--- config.mk ---
export PLATFORM = sky130hd
export DESIGN_NAME = case_insensitive_substring_search
export DESIGN_NICKNAME = d
export VERILOG_FILES = /design/src/sv/scs_pkg.sv /design/src/sv/case_insensitive_substring_search.sv /design/src/sv/scs_core.sv
export SDC_FILE = /design/constraint.sdc
export NUM_CORES = 1
export LEC_CHECK = 0
export ABC_AREA = 1
export ABC_CLOCK_PERIOD_IN_PS = 4900
export BUFFER_PORTS_ARGS = -buffer_cell sky130_fd_sc_hd__buf_2
export CORE_ASPECT_RATIO = 1.75
export CORE_MARGIN = 1.5
export CORE_UTILIZATION = 62
export DETAILED_ROUTE_END_ITERATION = 10
export PLACE_DENSITY = 0.79
export SLEW_MARGIN = 5
export SYNTH_ARGS = -nofsm -noshare
export SYNTH_HDL_FRONTEND = slang
export SYNTH_SLANG_ARGS = --single-unit
--- constraint.sdc ---
create_clock -name clk_i -period 4.9 [get_ports clk_i]
set_input_delay 0.49 -clock clk_i [delete_from_list [all_inputs] [get_ports clk_i]]
set_output_delay 0.49 -clock clk_i [all_outputs]
set_load 0.03 [all_outputs]
--- src/sv/scs_pkg.sv ---
// ----------------------------------------------------------------------------
// scs_pkg
// Shared types, constants and helpers for the case-insensitive substring
// search block.
// ----------------------------------------------------------------------------
package scs_pkg;

  // default pattern capacity in bytes
  localparam int PATTERN_MAX = 16;

  // command codes carried by cmd_i
  localparam logic CMD_PATTERN = 1'b0;
  localparam logic CMD_TEXT    = 1'b1;

  // one result word
  typedef struct packed {
    logic found;
    logic pattern_too_long;
  } res_t;

  // ascii upper case to lower case, everything else unchanged
  function automatic logic [7:0] fold_byte(input logic [7:0] b);
    logic [7:0] r;
    r = b;
    if (b >= 8'h41 && b <= 8'h5A) begin
      r = b + 8'h20;
    end
    return r;
  endfunction

endpackage

--- src/sv/case_insensitive_substring_search.sv ---
// A text word with last goes through the input register, then the result register.
// Throughput: one word per cycle; the window compare against the pattern
// store finishes in the cycle a word leaves the input register.
// The input register stalls only while a finished result waits on out_ready_i.
// Reset: asynchronous, active low; empty pattern, empty run, no result pending.
// ----------------------------------------------------------------------------
// case_insensitive_substring_search
// Streaming matcher: loads a folded pattern, then reports per text run
// whether the pattern occurred anywhere in it, or that the pattern overflowed.
// ----------------------------------------------------------------------------
module case_insensitive_substring_search #(
  parameter int PatternMax = scs_pkg::PATTERN_MAX
) (
  input  logic       clk_i,
  input  logic       rst_ni,
  input  logic       in_valid_i,
  output logic       in_ready_o,
  input  logic       cmd_i,
  input  logic [7:0] data_byte_i,
  input  logic       last_i,
  output logic       out_valid_o,
  input  logic       out_ready_i,
  output logic       found_o,
  output logic       pattern_too_long_o
);

  logic          s_valid_q;
  logic          s_cmd_q;
  logic [7:0]    s_byte_q;
  logic          s_last_q;
  logic          s_gives_res;
  logic          res_free;
  logic          adv;
  logic          out_valid_q;
  scs_pkg::res_t res_q;
  scs_pkg::res_t core_res;

  assign s_gives_res = (s_cmd_q == scs_pkg::CMD_TEXT) & s_last_q;
  assign res_free    = ~out_valid_q | out_ready_i;
  assign adv         = s_valid_q & (~s_gives_res | res_free);
  assign in_ready_o  = ~s_valid_q | adv;

  scs_core #(
    .PatternMax(PatternMax)
  ) u_core (
    .clk_i      (clk_i),
    .rst_ni     (rst_ni),
    .step_i     (adv),
    .cmd_i      (s_cmd_q),
    .data_byte_i(s_byte_q),
    .last_i     (s_last_q),
    .result_o   (core_res)
  );

  always_ff @(posedge clk_i or negedge rst_ni) begin
    if (!rst_ni) begin
      s_valid_q   <= 1'b0;
      out_valid_q <= 1'b0;
    end else begin
      if (in_ready_o) begin
        s_valid_q <= in_valid_i;
      end
      if (adv && s_gives_res) begin
        out_valid_q <= 1'b1;
      end else if (out_ready_i) begin
        out_valid_q <= 1'b0;
      end
    end
  end

  always_ff @(posedge clk_i) begin
    if (in_ready_o && in_valid_i) begin
      s_cmd_q  <= cmd_i;
      s_byte_q <= data_byte_i;
      s_last_q <= last_i;
    end
    if (adv && s_gives_res) begin
      res_q <= core_res;
    end
  end

  assign out_valid_o        = out_valid_q;
  assign found_o            = res_q.found;
  assign pattern_too_long_o = res_q.pattern_too_long;

endmodule

--- src/sv/scs_core.sv ---
// ----------------------------------------------------------------------------
// scs_core
// Pattern store, text window and combinational window compare. State advances
// on step_i; result_o is valid in the same cycle for a text word with last.
// ----------------------------------------------------------------------------
module scs_core #(
  parameter int PatternMax = scs_pkg::PATTERN_MAX
) (
  input  logic               clk_i,
  input  logic               rst_ni,
  input  logic               step_i,
  input  logic               cmd_i,
  input  logic [7:0]         data_byte_i,
  input  logic               last_i,
  output scs_pkg::res_t      result_o
);

  localparam int LW = $clog2(PatternMax + 1);
  localparam logic [LW-1:0] FullCount = LW'(PatternMax);

  // pattern held newest byte first so it lines up with the window
  logic [7:0]    pat_q [PatternMax];
  logic [7:0]    pat_d [PatternMax];
  logic [7:0]    win_q [PatternMax];
  logic [7:0]    win_d [PatternMax];
  logic [LW-1:0] plen_q, plen_d;
  logic          pcomplete_q, pcomplete_d;
  logic          povf_q, povf_d;
  logic [LW-1:0] tcount_q, tcount_d;
  logic          found_q, found_d;

  always_comb begin
    logic [7:0]    b;
    logic [LW-1:0] len_base;
    logic          ovf_base;
    logic          hit;
    logic          found_now;
    logic [LW-1:0] tcount_inc;

    b           = scs_pkg::fold_byte(data_byte_i);
    pat_d       = pat_q;
    win_d       = win_q;
    plen_d      = plen_q;
    pcomplete_d = pcomplete_q;
    povf_d      = povf_q;
    tcount_d    = tcount_q;
    found_d     = found_q;
    result_o    = '0;

    len_base    = pcomplete_q ? '0 : plen_q;
    ovf_base    = pcomplete_q ? 1'b0 : povf_q;

    win_d[0] = b;
    for (int i = 1; i < PatternMax; i++) begin
      win_d[i] = win_q[i-1];
    end
    tcount_inc = (tcount_q < FullCount) ? tcount_q + 1'b1 : tcount_q;

    // compare the shifted window against the stored pattern
    hit = (tcount_inc >= plen_q);
    for (int i = 0; i < PatternMax; i++) begin
      if (LW'(i) < plen_q && win_d[i] != pat_q[i]) begin
        hit = 1'b0;
      end
    end
    found_now = found_q | hit;

    if (step_i) begin
      if (cmd_i == scs_pkg::CMD_PATTERN) begin
        win_d  = win_q;
        povf_d = ovf_base;
        plen_d = len_base;
        if (len_base < FullCount) begin
          pat_d[0] = b;
          for (int i = 1; i < PatternMax; i++) begin
            pat_d[i] = pat_q[i-1];
          end
          plen_d = len_base + 1'b1;
        end else begin
          povf_d = 1'b1;
        end
        pcomplete_d = last_i;
      end else begin
        if (last_i) begin
          result_o.found            = found_now & ~povf_q;
          result_o.pattern_too_long = povf_q;
          tcount_d = '0;
          found_d  = 1'b0;
        end else begin
          tcount_d = tcount_inc;
          found_d  = found_now;
        end
      end
    end else begin
      win_d = win_q;
    end
  end

  always_ff @(posedge clk_i or negedge rst_ni) begin
    if (!rst_ni) begin
      plen_q      <= '0;
      pcomplete_q <= 1'b1;
      povf_q      <= 1'b0;
      tcount_q    <= '0;
      found_q     <= 1'b0;
    end else begin
      plen_q      <= plen_d;
      pcomplete_q <= pcomplete_d;
      povf_q      <= povf_d;
      tcount_q    <= tcount_d;
      found_q     <= found_d;
    end
  end

  // entries past the counts are masked, so the arrays need no reset
  always_ff @(posedge clk_i) begin
    pat_q <= pat_d;
    win_q <= win_d;
  end

endmodule

**Word level (Yosys, flattened, before mapping)**

Index checks and enable logic that the tools add are counted.

- $add $sub $neg: 3
- Multiply operators: 0
- Div/mod/pow operators: 0
- $lt $le $gt $ge: 21
- Equal/unequal tests: 17
- Shift-type cells: 0
- Muxes and demuxes: 26
- Bitwise logic cells: 12
- Reduce and logical (&&, ||, !) cells: 25

Operators with widths:

| operator | count |
|---|---|
| $ne A8 B8 Y1 | 16 |
| $lt A4 B5 Y1 const A | 8 |
| $mux W1 | 21 |
| $lt A3 B5 Y1 const A | 4 |
| $mux W5 | 4 |
| $logic_and A1 B1 Y1 | 19 |
| $add A5 B1 Y5 const B | 2 |
| $lt A1 B5 Y1 const A | 2 |
| $lt A2 B5 Y1 const A | 2 |
| $lt A5 B5 Y1 const B | 2 |
| $reduce_and A3 Y1 | 3 |
| $add A8 B6 Y8 const B | 1 |
| $ge A8 B7 Y1 const B | 1 |
| $le A8 B7 Y1 const B | 1 |
| $mux W8 | 1 |
| $ge A5 B5 Y1 | 1 |
| $not A1 Y1 | 5 |
| $or A1 B1 Y1 | 4 |
| $reduce_and A2 Y1 | 2 |
| $and A1 B1 Y1 | 3 |
| $ne A2 B1 Y1 const B | 1 |
| $reduce_bool A2 Y1 | 1 |

- Flip-flop bits (word level): 275
- Latch bits: 0
- Memory bits (writable): 0
- Bits in read-only memories: 0
- Input bits: 14
- Memories kept: 0

**Depth between registers and ports, before layout**

Gate-level depths: netlist (run 1).

- Depth after elaboration: 23
- Depth in mapped cells: 13

**By module**

Synthesis (run 1) repeated with hierarchy kept, for this count alone.

- Cells, all modules: 800
- Area, all modules: 10875.4 um2

Modules (own cells, without submodules):

| module | times used | cells each | area each (um2) | sequential area each (um2) |
|---|---|---|---|---|
| scs_core | 1 | 772 | 10396.2 | 7773.7 |
| case_insensitive_substring_search | 1 | 28 | 479.2 | 410.4 |

**Worst setup path before layout (run 1)**

No wires, ideal clock.

- Path type: flip-flop to flip-flop
- From: reg out_valid_q, in the netlist out_valid_o
- To: reg u_core.plen_q[2]
- Library setup time: 0.127 ns
- Arrival: 3.408 ns
- Data required time: 4.773 ns
- Setup slack: 1.365 ns
- Stages on the path, launching flop included: 10
- Period minus slack after synthesis: 3.535 ns
- Cells stage by stage: dfrtp_1 -> inv_1 -> nor3_1 -> nor2_1 -> inv_2 -> nor2_2 -> inv_2 -> nor2_4 -> nand2_1 -> xor2_1

- Cells in the longest elaborated chain, start to end: 5

RTL lines:

| element | line | text |
|---|---|---|
| from (decl) | case_insensitive_substring_search.sv:34 | `logic out_valid_q;` |
| from (signal assigned) | case_insensitive_substring_search.sv:58 | `out_valid_q <= 1'b0;` |
| from (signal assigned) | case_insensitive_substring_search.sv:64 | `out_valid_q <= 1'b1;` |
| from (signal assigned) | case_insensitive_substring_search.sv:66 | `out_valid_q <= 1'b0;` |
| $not A1 Y1 | case_insensitive_substring_search.sv:39 | `assign res_free = ~out_valid_q \| out_ready_i;` |
| $or A1 B1 Y1 | case_insensitive_substring_search.sv:39 |  |
| $or A1 B1 Y1 | case_insensitive_substring_search.sv:40 | `assign adv = s_valid_q & (~s_gives_res \| res_free);` |
| $and A1 B1 Y1 | case_insensitive_substring_search.sv:40 |  |
| $reduce_and A2 Y1 (no source line) | -- |  |
| to (signal assigned) | scs_core.sv:107 | `plen_q <= plen_d;` |
| to (decl) | scs_core.sv:26 | `logic [LW-1:0] plen_q, plen_d;` |

No other way between the ends.
A chain may end at the register's enable or synchronous reset.

**Worst setup path after layout (run 1)**

- From: reg s_last_q
- To: reg u_core.pat_q[3] in the netlist's numbering (enable)

- Cells in the longest elaborated chain, start to end: 5

RTL lines:

| element | line | text |
|---|---|---|
| from (decl) | case_insensitive_substring_search.sv:30 | `logic s_last_q;` |
| from (signal assigned) | case_insensitive_substring_search.sv:75 | `s_last_q <= last_i;` |
| $and A1 B1 Y1 | case_insensitive_substring_search.sv:38 | `assign s_gives_res = (s_cmd_q == scs_pkg::CMD_TEXT) & s_last_q;` |
| $not A1 Y1 | case_insensitive_substring_search.sv:40 |  |
| $or A1 B1 Y1 | case_insensitive_substring_search.sv:40 |  |
| $and A1 B1 Y1 | case_insensitive_substring_search.sv:40 |  |
| $reduce_and A3 Y1 (no source line) | -- |  |
| to (signal assigned) | scs_core.sv:117 | `pat_q <= pat_d;` |
| to (decl) | scs_core.sv:22 | `logic [7:0] pat_q [PatternMax];` |

No other way between the ends.

==> results.cfg, run 1 <==
[status]
status = finished, final reports clean

[global_routing]
overflow = 0
antenna_found_initial = 0
grt_max_degree = 128
grt_usage_pct = 20.7
grt_first_pass_wirelength_um = 28700
grt_pass1_vias = 6077

[worst_setup_path]
worstPathArrival_ps = 2910
critical-path-max-stage-delay_ps = 850
worst-path-buf-inv = 3
worst-setup-path-type = flop to flop
cp_common_cell = inv_2
cp-start-kind = flop
endpoint_kind = flop
cp_top_family = simple AND/OR/NAND/NOR gates
critPathSlowestCell = nor2_4
required_ps = 5080
crit_chain = nand2_1 > nor3_1 > nor2_1 > inv_2 > nor2_2 > inv_2 > nor2_4 > buf_12
crit_path_max_fanout = 61

[min_path]
hp-class = input port to flop

[sta]
setup_slack_ps = 2170
setup_viol = 0
clock.fmax_mhz = 366
drv_slew = 0
post-route-period-util_pct = 55.7
relSlewSlack_pct = 25.1
grt_setup_unrepaired = false
worstMarginPinSlew_ps = 1120
skew_ps = 7.91
min_period_ps = 2730
finalSetupTns_ps = 0
hold_viol = 0

[synthesis]
synth_area_per_cell_um2 = 13.4
ys_seq_area_share_pct = 74.7
synthTopCellsByCount = edfxtp_1, nand2_1, inv_1, xnor2_1, nor2_1
synth_top_area_cell = edfxtp_1
synthDistinctLibCells = 27
ys_top_cells_by_area = edfxtp_1, nand2_1, xnor2_1, inv_1, dfrtp_1
synthFlopType = edfxtp_1
synth_seq_cells = 275
syn_inst = 816
async_flop_share_pct = 5.45
netlist_area_um2 = 10900
synth_edf_count = 260
yosys.area.top_type_share_pct = 71.3
syn_nets = 838
yosys_warnings = 0
yosysMostFrequentCell = edfxtp_1

[power]
leakagePower_nw = 4.54
netSwitchingPower_mw = 1.16
switching_share_pct = 23.2
seq_power_share_pct = 56.9
pwr_density_cell_nw_per_um2 = 413
internal-power_mw = 3.83
clockPowerShare_pct = 34.1
vdd_ir_drop_max_uv = 320
p_comb_share_pct = 8.9
p_total_mw = 4.99

[cts]
numCtsBuffers = 24
clk_path_buf_depth = 3
clkSinkCount = 275
cts_tree = yes
clock_latency_ps = 510
post_cts_buffers = 0
htreeDepth = 1
clockRootBuffer = clkbuf_16
clk_pin_slew_ps = 60

[die]
die-area_um2 = 18500
coreArea_um2 = 17400
die_y_um = 179
ios = 18
rows = 64
start_util_pct = 63.0
die_x_um = 103

[place]
io_buffers = 17
place_ws_ps = 2060
place_area_um2 = 11400
dpl.hpwl_um = 12100
gp_congestion = 0.811

[final_layout]
final_core_util_pct = 69.5
multi_input_area_um2 = 2360
syn2layout_area_growth_pct = 10.4
postLayoutCellArea_um2 = 12100
layout-drive-gt1-share_pct = 8.75
regArea_um2 = 8180
diodes = 0
nNetsFinal = 885
fill_cells = 1154

[drt]
vias_per_cell = 5.29
drtIter0Drc = 401
wirelength_um = 18200
antenna_left = 0
wl_per_cell_um = 16.4
drc = 0
dr.pass1.iters = 5
num_vias = 5878

[job]
max_cap_viol_count = 0
==> area by class of cell <==
type,instances,area share [%]
clock buffer,31,5.36
clock inverter,12,0.476
inverter,104,3.23
multi-input combinational,436,19.6
sequential,275,67.7
tap,231,2.39
timing repair buffer,22,1.24
==> cell usage in the layout (no fill, tap or decap), types with 3 or more instances in the layout <==
cell type / synthesis / routed
nand3_1: 25 / 25
o21ai_1: 3 / 3
nand4_1: 14 / 14
nor2_4: 4 / 4
a21oi_1: 6 / 6
nor2_1: 61 / 61
nand2_1: 179 / 179
or2_2: 14 / 14
nor2_2: 3 / 3
clkbuf_1: 0 / 6
clkinv_1: 0 / 9
edfxtp_1: 260 / 260
o21ai_0: 18 / 18
xor2_1: 18 / 18
inv_1: 99 / 99
inv_2: 5 / 5
clkbuf_16: 0 / 25
ha_1: 8 / 8
o22ai_1: 5 / 5
buf_2: 0 / 17
xnor2_1: 71 / 71
dfrtp_1: 14 / 14
==> sequential cells by signal, indices dropped and copies added (netlist names) <==
register            flops
s_valid_q               1
u_core.povf_q           1
out_valid_o             1
pattern_too_long_o      1
found_o                 1
u_core.pat_q          128
u_core.found_q          1
u_core.win_q          120
s_last_q                1
u_core.tcount_q         5
u_core.plen_q           5
s_cmd_q                 1
s_byte_q                8
u_core.pcomplete_q      1
==> power groups by stage <==
| stage | registers (mW) | clock network, mW | logic, mW |
|---|---|---|---|
| CTS | 2.84 | 1.73 | 0.443 |
| floorplan | 2.86 | 0 | 0.331 |
| detailed placement | 2.89 | 0 | 0.434 |
| global route | 2.86 | 1.83 | 0.500 |
| global placement | 2.88 | 0 | 0.411 |
| finish | 2.84 | 1.70 | 0.445 |
==> routing by layer <==
layer  vias up  part of all wire [%]  GRT usage (%)
met5         -                     0              0
met3        58                   3.5           2.65
met1      2847                    34           21.2
li1       2837                     -              -
met2       136                    58           40.1
met4         0                   4.6           9.74
==> kinds of logic after synthesis <==
group / count (synthesis) / share of synthesized area, %
xor gates and xnor gates: 89 / 7.12
DFF: 275 / 74.7
adders and majority gates: 8 / 0.914
muxes: 1 / 0.103
and+or+nand+nor: 303 / 11.7
buffers and inverters: 105 / 3.67
AOI/OAI and AO/OA: 35 / 1.74
==> per-stage QoR <==
step	instances	hold WS [ps]
global route	1111	132
finish	1111	149
CTS	1111	135
floorplan	816	194
global placement	1067	404
detailed placement	1067	409
==> final timing paths <==
kind / cells past startpoint / end / slack [ps] / from
hold reg to reg: 0 / u_core.win_q[90] / 440 / u_core.win_q[98]
setup reg to reg: 8 / u_core.pat_q[3] / 2170 / s_last_q
min in group asynchronous: 2 / u_core.found_q / 410 / rst_ni
setup / recovery: 8 / u_core.pat_q[3] / 2170 / s_last_q
max in group asynchronous: 2 / u_core.pcomplete_q / 4190 / rst_ni
hold / removal: 1 / s_byte_q[3] / 150 / data_byte_i[3]
==> what timing repair did <==
| action | in CTS | in global routing |
|---|---|---|
| resized for setup | 0 | 0 |
| hold endpoints to repair | 14 | 0 |
| hold buffers | 1 | 0 |
(Power assumes the default switching activity.)
==> inputs of run 2 (changes only) <==
--- a/config.mk
+++ b/config.mk
@@ -6,7 +6,7 @@
 export NUM_CORES = 1
 export LEC_CHECK = 0
 export ABC_AREA = 1
-export ABC_CLOCK_PERIOD_IN_PS = 4900
+export ABC_CLOCK_PERIOD_IN_PS = 2800
 export BUFFER_PORTS_ARGS = -buffer_cell sky130_fd_sc_hd__buf_2
 export CORE_ASPECT_RATIO = 1.75
 export CORE_MARGIN = 1.5
==> constraint.sdc (replaced) <==
create_clock -name clk_i -period 2.8 [get_ports clk_i]
set_input_delay 0.28 -clock clk_i [delete_from_list [all_inputs] [get_ports clk_i]]
set_output_delay 0.28 -clock clk_i [all_outputs]
set_load 0.03 [all_outputs]
==> run 2 against run 1 <==
Critical path depth up 2. Highest routed layer unchanged. Final cell count up 1.5%. Sequential share of layout area down 1.2 points. Count of clock-buffer cells in the layout up 4. Maximum frequency up 7.6%. Design area up 1.8%. Wire length up 3.7%.
==> results.cfg, run 2 (synthesis gave the netlist of run 1 again) <==
[status]
status = finished, final reports clean

[drt]
wirelength_um = 18900
drtIter0Drc = 468
num_vias = 6008
wl_per_cell_um = 16.7
antenna_left = 0
drc = 0
vias_per_cell = 5.33
dr.pass1.iters = 5

[worst_setup_path]
worst-setup-path-type = flop to flop
required_ps = 3160
rrSetupSlack_ps = 260
r2r_cells = 10
worstReg2RegStart = u_core.tcount_q[4]
crit_path_max_fanout = 5
cp-start-kind = flop
reg2reg_to = found_o
worstPathArrival_ps = 2890
endpoint_kind = flop

[global_routing]
grt_usage_pct = 22.0
antenna_found_initial = 0
overflow = 0
grt_pass1_vias = 6383
grt_first_pass_wirelength_um = 30800
grt_max_degree = 70

[die]
ios = 18
coreArea_um2 = 17400
start_util_pct = 63.0
rows = 64
die_y_um = 179
die_x_um = 103
die-area_um2 = 18500

[sta]
post-route-period-util_pct = 90.6
worstMarginPinSlew_ps = 652
hold_viol = 0
drv_slew = 0
setup_viol = 0
skew_ps = 10.4
grt_setup_unrepaired = false
finalSetupTns_ps = 0
relSlewSlack_pct = 56.5
min_period_ps = 2540
hold_ws_ps = 203
clock.fmax_mhz = 394

[final_layout]
diodes = 0
largest_reg_flops = 128
reg_top3 = u_core.pat_q: 128 flops, u_core.win_q: 120 flops, s_byte_q: 8 flops
final_common_cell = edfxtp_1
final_cell_mix = edfxtp_1, nand2_1, inv_1
nNetsFinal = 902
instances_no_fill = 1128
layout-drive-gt1-share_pct = 9.92
regMostFlops = u_core.pat_q
syn2layout_area_growth_pct = 12.4

[job]
max_cap_viol_count = 0

[min_path]
hp-class = input port to asynchronous set/reset pin

[cts]
clk_pin_slew_ps = 60
clkSinkCount = 275
clk_path_buf_depth = 3
htreeDepth = 1
clockRootBuffer = clkbuf_16
numCtsBuffers = 24
clock_latency_ps = 510
cts_tree = yes
post_cts_buffers = 0

[power]
pwr_density_cell_nw_per_um2 = 723
vdd_ir_drop_max_uv = 809
p_total_mw = 8.89
leakagePower_nw = 4.65

[place]
gp_congestion = 0.861
io_buffers = 17
dpl.hpwl_um = 12700
dp.cells = 1072
run 2: cell types whose count changed in the layout (fill, tap and decap cells not counted), moves of 3 or more:
| cell | delta |
|---|---|
| dlygate4sd3_1 | +12 |
| clkinv_1 | -6 |
| clkbuf_1 | +3 |
| clkinv_2 | +4 |
| buf_4 | +3 |
run 2: worst max path at each step:
stage / startpoint / end / slack [ps] / cells past startpoint
2_1_floorplan: out_valid_o / u_core.plen_q[2] / -610 / 9
3_3_place_gp: u_core.tcount_q[4] / found_o / 570 / 10
3_5_place_dp: u_core.tcount_q[2] / found_o / 330 / 11
4_1_cts: u_core.tcount_q[2] / found_o / 320 / 11
5_1_grt: u_core.tcount_q[4] / found_o / 130 / 10
6_report: u_core.tcount_q[4] / found_o / 260 / 10
run 2: what timing repair did:
action	in CTS	in global routing
hold buffers	13	0
hold endpoints to repair	27	0
setup endpoints to repair	0	0
gates resized for setup	0	0
run 2: routing by layer:
layer  vias to the layer above  wire (µm)  track usage, %
met1                      2952       6370            22.7
met5                         -          0               0
met4                         0        578            7.83
met2                       137      11300            44.0
met3                        44        615            2.38
li1                       2875          -               -
run 2: final cells by class:
type                       instances  area, µm²
fill                            1174       5070
inverter                         104        390
multi-input combinational        436       2370
clock inverter                     8       61.3
tap                              231        289
sequential                       275       8190
timing repair buffer              39        333
clock buffer                      35        673
run 2: where the power goes:
part | internal, mW | switching (mW) | total [mW] | leakage, nW
Clock | 1.76 | 1.34 | 3.10 | 0.360
Combinational | 0.314 | 0.507 | 0.821 | 1.65
Sequential | 4.79 | 0.187 | 4.97 | 2.63
Total | 6.86 | 2.04 | 8.89 | 4.65
run 2: critical path, stage by stage, from the launching register on:
cell and delay [ps]:
dfrtp_1 450, nor4_1 390, xor2_1 240, inv_1 80
ha_1 310, nand2_1 90, o311ai_0 360, nand2_1 100
nor2_1 100, nand3_1 100, a21oi_1 170
run 2: stage by stage:
| stage | util [%] | cell area, µm² | setup slack [ps] |
|---|---|---|---|
| floorplan | - | 11000 | -610 |
| global placement | 65.8 | 11400 | 575 |
| detailed placement | 65.8 | 11400 | 334 |
| CTS | 70.8 | 12300 | 319 |
| global route | 70.8 | 12300 | 129 |
| finish | 70.8 | 12300 | 262 |
